--- src/nffs_pkg.sv ---
`default_nettype none
package nffs_pkg;

  localparam int EW = 13;           // size register / effective dimension width
  localparam int CW = 12;           // coordinate width
  localparam int PW = 32;           // pixel width
  localparam int RW = 2 * EW;       // render size width
  localparam int OW = RW + 1;       // signed offset width
  localparam int NW = RW + EW;      // scaled coordinate (dividend) width
  localparam int QW = EW;           // source coordinate quotient width
  localparam int IW = 3;            // config index width
  localparam int MAX_DIM = 4096;
  localparam int SOURCE_DEPTH_DEF = 65536;
  localparam int MQ_DEPTH = 4;
  localparam int OQ_DEPTH = 32;

  typedef enum logic [IW-1:0] {
    CFG_SW, CFG_SH, CFG_TW, CFG_TH, CFG_MODE, CFG_FLIP
  } cfg_idx_t;

  localparam logic [1:0] MODE_DEFAULT = 2'd0;
  localparam logic [1:0] MODE_STRETCH = 2'd1;
  localparam logic [1:0] MODE_FIT     = 2'd2;
  localparam logic [1:0] MODE_FILL    = 2'd3;

  localparam logic CMD_WRITE = 1'b0;
  localparam logic CMD_READ  = 1'b1;

  typedef enum logic [1:0] {K_WR, K_MISS, K_HIT} kind_t;

  typedef enum logic [2:0] {G_IDLE, G_MUL, G_DIVA, G_DIVB, G_SEL} gstate_t;

  typedef struct packed {
    logic [EW-1:0]        sw;
    logic [EW-1:0]        sh;
    logic [EW-1:0]        tw;
    logic [EW-1:0]        th;
    logic [RW-1:0]        rw;
    logic [RW-1:0]        rh;
    logic signed [OW-1:0] offx;
    logic signed [OW-1:0] offy;
    logic                 flip;
    logic                 busy;
  } geom_t;

  typedef struct packed {
    kind_t         kind;
    logic [RW-1:0] a;
    logic [RW-1:0] b;
    logic [PW-1:0] pix;
  } item_t;

  localparam int ITEM_W = $bits(item_t);

  function automatic logic [EW-1:0] eff_dim(input logic [EW-1:0] v);
    logic [EW-1:0] r;
    r = v;
    if (v == '0) r = EW'(1);
    else if (v > EW'(MAX_DIM)) r = EW'(MAX_DIM);
    return r;
  endfunction

endpackage
`default_nettype wire

--- src/nffs_front.sv ---
`default_nettype none
module nffs_front
  import nffs_pkg::*;
(
  input  wire logic          in_push,
  input  wire logic          in_command,
  input  wire logic [CW-1:0] in_coord_x,
  input  wire logic [CW-1:0] in_coord_y,
  input  wire logic [PW-1:0] in_pixel_rgba,
  input  wire geom_t         geom,
  input  wire logic          q_full,
  output logic               in_full,
  output logic               q_push,
  output item_t              q_item
);
  logic                 accept, wr_ok, outside, hit;
  logic signed [OW-1:0] xs, ys;

  assign in_full = geom.busy || q_full;
  assign accept  = in_push && !in_full;

  assign wr_ok   = ({1'b0, in_coord_x} < geom.sw) && ({1'b0, in_coord_y} < geom.sh);
  assign outside = ({1'b0, in_coord_x} >= geom.tw) || ({1'b0, in_coord_y} >= geom.th);
  assign xs      = $signed(OW'(in_coord_x)) - geom.offx;
  assign ys      = $signed(OW'(in_coord_y)) - geom.offy;
  assign hit     = !outside && !xs[OW-1] && !ys[OW-1] &&
                   (xs[RW-1:0] < geom.rw) && (ys[RW-1:0] < geom.rh);

  always_comb begin
    q_item.pix = in_pixel_rgba;
    if (in_command == CMD_WRITE) begin
      q_item.kind = K_WR;
      q_item.a    = RW'(in_coord_x);
      q_item.b    = RW'(in_coord_y);
      q_push      = accept && wr_ok;
    end else begin
      q_item.kind = hit ? K_HIT : K_MISS;
      q_item.a    = xs[RW-1:0];
      q_item.b    = ys[RW-1:0];
      q_push      = accept;
    end
  end
endmodule
`default_nettype wire

--- config.mk ---
export PLATFORM = sky130hd
export DESIGN_NAME = nffs_front
export DESIGN_NICKNAME = d
export VERILOG_FILES = /design/src/nffs_pkg.sv /design/src/nffs_front.sv
export SDC_FILE = /design/constraint.sdc
export NUM_CORES = 1
export LEC_CHECK = 0
export ABC_AREA = 1
export BUFFER_PORTS_ARGS = -buffer_cell sky130_fd_sc_hd__buf_2
export CORE_AREA = 2 2 118 120
export DETAILED_ROUTE_END_ITERATION = 16
export DIE_AREA = 0 0 120 122
export PLACE_DENSITY_LB_ADDON = 0.08
export REMOVE_ABC_BUFFERS = 1
export SYNTH_ARGS = -nofsm -noshare
export SYNTH_HDL_FRONTEND = slang
export SYNTH_SLANG_ARGS = --single-unit
--- constraint.sdc ---
create_clock -name vclk -period 3.6
set_input_delay 0.18 -clock vclk [all_inputs]
set_output_delay 0.18 -clock vclk [all_outputs]
set_load 0.05 [all_outputs]
==> metrics.md <==
| Metric | Value |
|---|---|
| Rel. slew slack | 32.2% |
| Largest net degree at the start of global routing | 55 |
| Commonest non-fill, non-tap cell in the layout | buf_2 |
| Fin crit share | 93.3% |
| Upper clock frequency limit | 0.298 GHz |
| Core area | 0.0135 sq mm |
| # rows | 43 |
| Clk_buf instances | 0 |
| Port Buffers | 242 |
| DR pass1 iterations | 4 |
| Final Hold Fails | 0 |
| Initial Utilization | 40.2% |
| Die area | 0.0146 sq mm |
| Crit. End Element | output pin |
| Worst-path fanout max | 4 |
| Final HPWL DP | 15,900 um |
| WL final | 17,900 um |
| Share of post-route cells with drive strength above 1 | 31.0% |
| Slew @ Worst Pin | 1.02 ns |
| DR WL/cell | 13.2 um |
| Syn Inst Count | 941 |
| Peak VDD IR | 121 uV |
| GP Congestion | 0.817 |
| First-pass GRT wire length | 27,000 um |
| Area Growth Syn to Fin | 31.9% |
| Initial antenna violation count | 0 |
| Syn_area_per_cell | 5.77 sq um |
| IO Pins | 307 |
| Warnings, synthesis | 0 |
| Fin cells | 1,355 |
| Overflow after GRT | 0 |
| Required time worst endpoint | 3.42 ns |
| Post-Syn Area | 0.00543 sq mm |
| Detail Route Antenna Nets | 0 |
| Number of global-route vias before repair | 5,700 |
| N_diodes | 0 |
| Status | complete, no violations |
| Synth cell types | 45 |
| Via total after detailed routing | 6,186 |
| Num sequential | 0 |
| Nets@finish | 1,518 |
| Register area share after synthesis | 0% |
| Period minus WS final | 3.36 ns |
| Vias per cell | 4.57 |
| Sequential Area | 0 sq um |
| Residual DRC | 0 |
| Design Power | 1.20 mW |
| Power density cells | 167 mW/mm^2 |
| Die W | 120 um |
| Total GRT Usage | 23.1% |
| Final Setup Violations | 0 |
| Critical path data arrival time | 3.18 ns |
| MaxCap Viol Count | 0 |
| Most frequent cells in the layout | buf_2, nand2_1, inv_1 |
| Die Y | 122 um |
| Startpoint types | input port |
| Initial drt markers | 206 |
| CP Class | in2out |
| Placed insts | 1,352 |
| Hold Crit Class | in2out |
| Pleak | 4.54 nW |
| Slew Viols, Final | 0 |
[metal layers]
metal | routed length [um] | share of wire [%] | global-route usage, % | up-vias
met1 | 8480 | 47 | 30.8 | 2635
met2 | 7980 | 44 | 39.1 | 190
met3 | 1340 | 7.4 | 5.81 | 10
met5 | 80 | 0.45 | 4.86 | -
met4 | 76 | 0.42 | 0.956 | 2
li1 | - | - | - | 3349
[worst max-delay path, stage by stage]
cell     delay, ns
buf_2         0.10
inv_1         0.08
ha_1          0.14
inv_1         0.06
fa_2          0.36
nand3_2       0.11
nand3_4       0.12
nand2_1       0.10
nand2_2       0.08
nand2_2       0.12
nor2_2        0.05
xor2_1        0.19
inv_1         0.06
ha_1          0.27
nand2_1       0.08
nor2_4        0.14
nand2_1       0.10
nor4b_2       0.22
nand2_1       0.14
nand3_2       0.12
nor2_1        0.05
nor2_1        0.11
buf_6         0.18
[cell type report]
| class | count | area (sq um) |
|---|---|---|
| inverter | 223 | 837 |
| timing repair buffer | 274 | 1460 |
| multi-input combinational | 678 | 4640 |
| tap | 180 | 225 |
| fill | 1527 | 6340 |
[cells in the mapped netlist (2+ instances only)]
cell      instances  area (sq um)
nand2_1         225           845
inv_1           213           800
ha_1            120          1500
nor2_1           87           327
a21oi_1          56           280
nand3_1          37           185
buf_4            32           240
xor2_1           32           280
o21ai_0          21           105
inv_2            10          37.5
a21o_1            9          67.6
and2_1            8          50.1
clkbuf_1          8          30.0
nand2_2           7          43.8
nand4_1           7          43.8
xnor2_1           7          61.3
nor2_2            6          37.5
nor3_1            5          25.0
a21oi_2           4          35.0
nand3_2           4          40.0
nor2_4            4          45.0
nor3_2            3          30.0
o21ai_1           3          15.0
o21bai_1          3          22.5
a211oi_1          2          15.0
fa_1              2          40.0
nand2_4           2          22.5
nand3b_1          2          15.0
nor4_1            2          12.5
o211ai_1          2          15.0
o21a_1            2          15.0
o31ai_1           2          15.0
or2_2             2          12.5
[what timing repair did]
item                       CTS  global route
setup endpoints to repair    1             2
hold buffers                 0             0
pin swaps                    0            16
gates resized for setup      1            61
buffers inserted             0             3
cloned                       0             0
[metrics by stage]
stage / hold slack, ns / TNS [ns] / utilization, % / setup WS (ns) / cell area, sq um
global placement: 0.360 / 0 / 50.5 / 0.0605 / 6820
global route: 0.360 / -0.0111 / 53.1 / -0.0111 / 7170
finish: 0.360 / 0 / 53.1 / 0.242 / 7170
floorplan: 0.360 / 0 / - / 0.174 / 5160
detailed placement: 0.360 / 0 / 50.5 / 0.00611 / 6820
CTS: 0.360 / 0 / 50.5 / 0.0191 / 6820
[power by group]
group          switching [mW]  total, mW  internal (mW)
Combinational           0.753       1.20          0.445
Clock                       0          0              0
Sequential                  0          0              0
Total                   0.753       1.20          0.445
[final timing paths]
check                    startpoint  cells past startpoint  slack, ns    endpoint
setup / recovery      in_coord_y[0]                     23       0.24  q_item[84]
hold / removal    in_pixel_rgba[14]                      0       0.36  q_item[14]
[logic make-up after synthesis]
group / synth area share [%]
simple gates: 32.7
buf+inv: 20.4
fa+ha+maj: 28.4
compound gates: 11.7
xor+xnor: 6.88
(Power assumes the default switching activity.)
