File: src/nffs_pkg.sv
`default_nettype none
package nffs_pkg;

  localparam int EW = 13;           // size register / effective dimension width
  localparam int CW = 12;           // coordinate width
  localparam int PW = 32;           // pixel width
  localparam int RW = 2 * EW;       // render size width
  localparam int OW = RW + 1;       // signed offset width
  localparam int NW = RW + EW;      // scaled coordinate (dividend) width
  localparam int QW = EW;           // source coordinate quotient width
  localparam int IW = 3;            // config index width
  localparam int MAX_DIM = 4096;
  localparam int SOURCE_DEPTH_DEF = 65536;
  localparam int MQ_DEPTH = 4;
  localparam int OQ_DEPTH = 32;

  typedef enum logic [IW-1:0] {
    CFG_SW, CFG_SH, CFG_TW, CFG_TH, CFG_MODE, CFG_FLIP
  } cfg_idx_t;

  localparam logic [1:0] MODE_DEFAULT = 2'd0;
  localparam logic [1:0] MODE_STRETCH = 2'd1;
  localparam logic [1:0] MODE_FIT     = 2'd2;
  localparam logic [1:0] MODE_FILL    = 2'd3;

  localparam logic CMD_WRITE = 1'b0;
  localparam logic CMD_READ  = 1'b1;

  typedef enum logic [1:0] {K_WR, K_MISS, K_HIT} kind_t;

  typedef enum logic [2:0] {G_IDLE, G_MUL, G_DIVA, G_DIVB, G_SEL} gstate_t;

  typedef struct packed {
    logic [EW-1:0]        sw;
    logic [EW-1:0]        sh;
    logic [EW-1:0]        tw;
    logic [EW-1:0]        th;
    logic [RW-1:0]        rw;
    logic [RW-1:0]        rh;
    logic signed [OW-1:0] offx;
    logic signed [OW-1:0] offy;
    logic                 flip;
    logic                 busy;
  } geom_t;

  typedef struct packed {
    kind_t         kind;
    logic [RW-1:0] a;
    logic [RW-1:0] b;
    logic [PW-1:0] pix;
  } item_t;

  localparam int ITEM_W = $bits(item_t);

  function automatic logic [EW-1:0] eff_dim(input logic [EW-1:0] v);
    logic [EW-1:0] r;
    r = v;
    if (v == '0) r = EW'(1);
    else if (v > EW'(MAX_DIM)) r = EW'(MAX_DIM);
    return r;
  endfunction

endpackage
`default_nettype wire

File: src/nffs_fifo.sv
`default_nettype none
module nffs_fifo
  import nffs_pkg::*;
#(
  parameter int W     = 8,
  parameter int DEPTH = 4
) (
  input  wire logic                       clk,
  input  wire logic                       rst_n,
  input  wire logic                       push,
  input  wire logic [W-1:0]               wr_data,
  input  wire logic                       pop,
  output logic      [W-1:0]               rd_data,
  output logic                            empty,
  output logic                            full,
  output logic      [$clog2(DEPTH):0]     count
);
  localparam int AW = $clog2(DEPTH);

  logic [W-1:0]  mem [DEPTH];
  logic [AW-1:0] wp_r, rp_r;
  logic [AW:0]   cnt_r;
  logic          do_push, do_pop;

  assign empty   = (cnt_r == '0);
  assign full    = (cnt_r == (AW+1)'(DEPTH));
  assign count   = cnt_r;
  assign rd_data = mem[rp_r];
  assign do_push = push && !full;
  assign do_pop  = pop && !empty;

  always_ff @(posedge clk) begin
    if (do_push) begin
      mem[wp_r] <= wr_data;
    end
  end

  always_ff @(posedge clk) begin
    if (!rst_n) begin
      wp_r  <= '0;
      rp_r  <= '0;
      cnt_r <= '0;
    end else begin
      if (do_push) wp_r <= wp_r + AW'(1);
      if (do_pop) rp_r <= rp_r + AW'(1);
      if (do_push && !do_pop) cnt_r <= cnt_r + (AW+1)'(1);
      else if (do_pop && !do_push) cnt_r <= cnt_r - (AW+1)'(1);
    end
  end
endmodule
`default_nettype wire

File: config.mk
export PLATFORM = sky130hd
export DESIGN_NAME = nffs_fifo
export DESIGN_NICKNAME = d
export VERILOG_FILES = /design/src/nffs_pkg.sv /design/src/nffs_fifo.sv
export SDC_FILE = /design/constraint.sdc
export NUM_CORES = 1
export LEC_CHECK = 0
export BUFFER_PORTS_ARGS = -buffer_cell sky130_fd_sc_hd__buf_4
export CORE_MARGIN = 5
export CORE_UTILIZATION = 30
export CTS_CLUSTER_SIZE = 14
export DETAILED_ROUTE_END_ITERATION = 8
export MAX_ROUTING_LAYER = met4
export PLACE_DENSITY = 0.58
export RECOVER_POWER = 25
export SYNTH_ARGS = -nofsm -noshare
export SYNTH_HDL_FRONTEND = slang
export SYNTH_SLANG_ARGS = --single-unit
export TNS_END_PERCENT = 5
File: constraint.sdc
create_clock -name clk -period 3 [get_ports clk]
set_input_delay 0.3 -clock clk [delete_from_list [all_inputs] [get_ports clk]]
set_output_delay 0.3 -clock clk [all_outputs]
set_load 0.05 [all_outputs]
==> run metrics <==
Hold WC Path Type input pin to flip-flop; final non-filler cell total about 190; Crit. Startpoint count[0]; Post-synth top cells edfxtp_1 (32), dfxtp_1 (9), and2_1 (8), mux4_2 (8), ha_1 (5); vias per std cell about 4.4; initial antenna violation count 0; RSZ-0062 raised after global routing no; number of port buffers 24; Post-CTS Setup Inserts 0; I/O pin count 25; GPL Wtd Cong 0.709; sequential area share after synthesis a little over two thirds; fin crit share between 80% and 90%; Max clock buf depth 2; Main synth FF type edfxtp_1; Worst setup SP type flip-flop; Peak VDD IR 0.541 mV; global-route wire length before repair 4510 um; most frequent cell after synthesis edfxtp_1; fill cell count between 500 and 600; Crit path largest cell delay 0.52 ns; RR Endpoint count[2]; total clock sinks 41; Post-Place Setup Slack 0.566 ns; clock-pin slew on the worst setup and hold paths approximately 0.070 ns; reg-to-reg startpoint count[0]; worst path cell trace nor3b_2 > nor2b_1 > ha_1 > inv_1 > fa_1 > xor2_1 > or3_1 > a21boi_1; dpl hpwl between 1500 and 2000 um; FP Rows 27; Clock Skews approximately 0.0024 ns; Power Density 961 nW/um^2; Setup CP Type flip-flop to flip-flop; Initial Util between 30 and 40%; Area growth syn-to-layout 19.8%; Slew @ Worst Pin 0.558 ns; vias in the first global route 940; Avg Inst Size Synth about 18 sq um; Cell variety after synth 23; Die Height 83.9 um; Yosys top cell area share approximately 60%; Synth Register Bits 41; hold_buf cts 0; Crit path max-delay family simple AND/OR/NAND/NOR gates; Reg2Reg Setup Slack 0.55 ns; hold depth 1; Residual DRC 0; status finished clean; total CTS buffers 5; final WL 2680 um; async set or reset register ratio after synthesis 0%; clk root buf clkbuf_8; wire length per cell 14.2 um; Slew Limit Fails 0; CP Max Fanout 7; antenna diode count 0; cell area after synthesis approximately 1600 sq um; total of max-cap violations 0; Worst Path Buf+Inv 1; Die Wd approximately 84 um; CP Capture Type flip-flop; drt pass-1 iters 2; Total GRT Usage roughly 8.8%; f_max 0.409 GHz; setup TNS 0 ns; pin count of the biggest net entering global routing 13; synth top area cells edfxtp_1 (59%), dfxtp_1 (11%), mux4_2 (11%); Cells after DPL around 180; Post-Syn Nets 108; Vias around 830; slowest CP cell dfxtp_1; Post-Syn Instances 90; Slew headroom a little over three fifths; yosys warns 0; CTS tree done; Final min period between 2 and 2.5 ns; post-CTS sizing 0; number of synthesized flops with an enable pin 32; CTS HTree Levels 2; Final WS setup 0.552 ns; drt first-iter violations 57; Hold Startpoint wr_data[5]; core area 5410 sq um; WP data required between 3 and 4 ns; Final Hold Viols 0; clock network latency to the later pin of the worst-skew pair 0.29 ns; leak pwr roughly 0.7 nW; Worst Hold End mem[2][5]; critical path arrival 2.67 ns; cells on worst reg2reg path 8; full die area 7040 sq um; antenna viol nets, final 0; area leader, netlist edfxtp_1; fin nets around 140; final setup vio count 0; layout cells sized above 1 29.1%; grt ovf 0; total power approximately 0.0019 W
## routing by layer
layer,share of wire (%),global-route usage (%)
met3,4.7,2.67
met4,1.6,4.39
met2,49,13.4
met1,45,10.5
met5,0,-
## where the power goes
group          total (W)  leakage (nW)  switching (W)  internal (W)
Clock           0.000414        0.0540       0.000173      0.000241
Sequential      0.000787         0.367      0.0000880      0.000699
Combinational   0.000686         0.266       0.000422      0.000264
Total            0.00189         0.687       0.000683       0.00120
## flip-flops by register name, indices dropped and copies added (netlist names), named ones only
name and cells:
wp_r 2, mem 32, rp_r 2, count 3
## layout by cell type (no fill, tap or decap)
cell,netlist,final
a21boi_1,1,1
and2_1,8,8
buf_4,0,17
bufinv_16,0,1
clkbuf_1,1,7
clkbuf_8,0,5
clkinv_2,0,1
dfxtp_1,9,9
edfxtp_1,32,32
fa_1,1,1
ha_1,5,5
inv_1,3,3
mux2i_1,3,3
mux4_2,8,8
nand2_1,4,4
nor2b_1,2,2
nor3_1,1,1
nor3b_2,1,1
o21ai_0,1,1
o311ai_1,1,1
o31ai_2,1,1
or3_1,1,1
xnor2_1,3,3
xor2_1,1,1
## cells by family (layout without fill, tap and decap cells)
logic type,Yosys count,after routing,synth area share (%)
muxes,11,11,12.8
xor gates and xnor gates,4,4,2.14
buffers and inverters,7,34,2.14
and+or+nand+nor,17,17,6.18
adders and majority gates,6,6,5.04
AOI/OAI and AO/OA,4,4,2.06
DFF,41,41,69.6
## area by class of cell
cell class                      instances  area [sq um]  share of cell area, %
Tap cell                               72          90.1                   4.59
Clock buffer                            5          68.8                   3.51
Sequential cell                        41          1140                   58.1
Inverter                                3          11.3                  0.574
Clock inverter                          2          35.0                   1.78
Timing Repair Buffer                   24           154                   7.84
Multi-Input combinational cell         42           463                   23.6
## worst max path at each step
stage	endpoint	slack (ns)	cells past startpoint
after detailed placement	count[2]	0.57	8
after global placement	count[2]	0.74	8
final	count[2]	0.55	8
after CTS	count[2]	0.55	8
after global routing	count[2]	0.38	8
after floorplan	count[2]	0.23	9
## metrics by stage
| step | cell area, sq um | util [%] | hold WS, ns |
|---|---|---|---|
| 2_1_floorplan | 1640 | - | 0.399 |
| 3_3_place_gp | 1890 | 34.9 | 0.487 |
| 3_5_place_dp | 1890 | 34.9 | 0.495 |
| 4_1_cts | 1990 | 36.8 | 0.204 |
| 5_1_grt | 1960 | 36.3 | 0.217 |
| 6_report | 1960 | 36.3 | 0.217 |
Power figures use the tool's default switching activity.
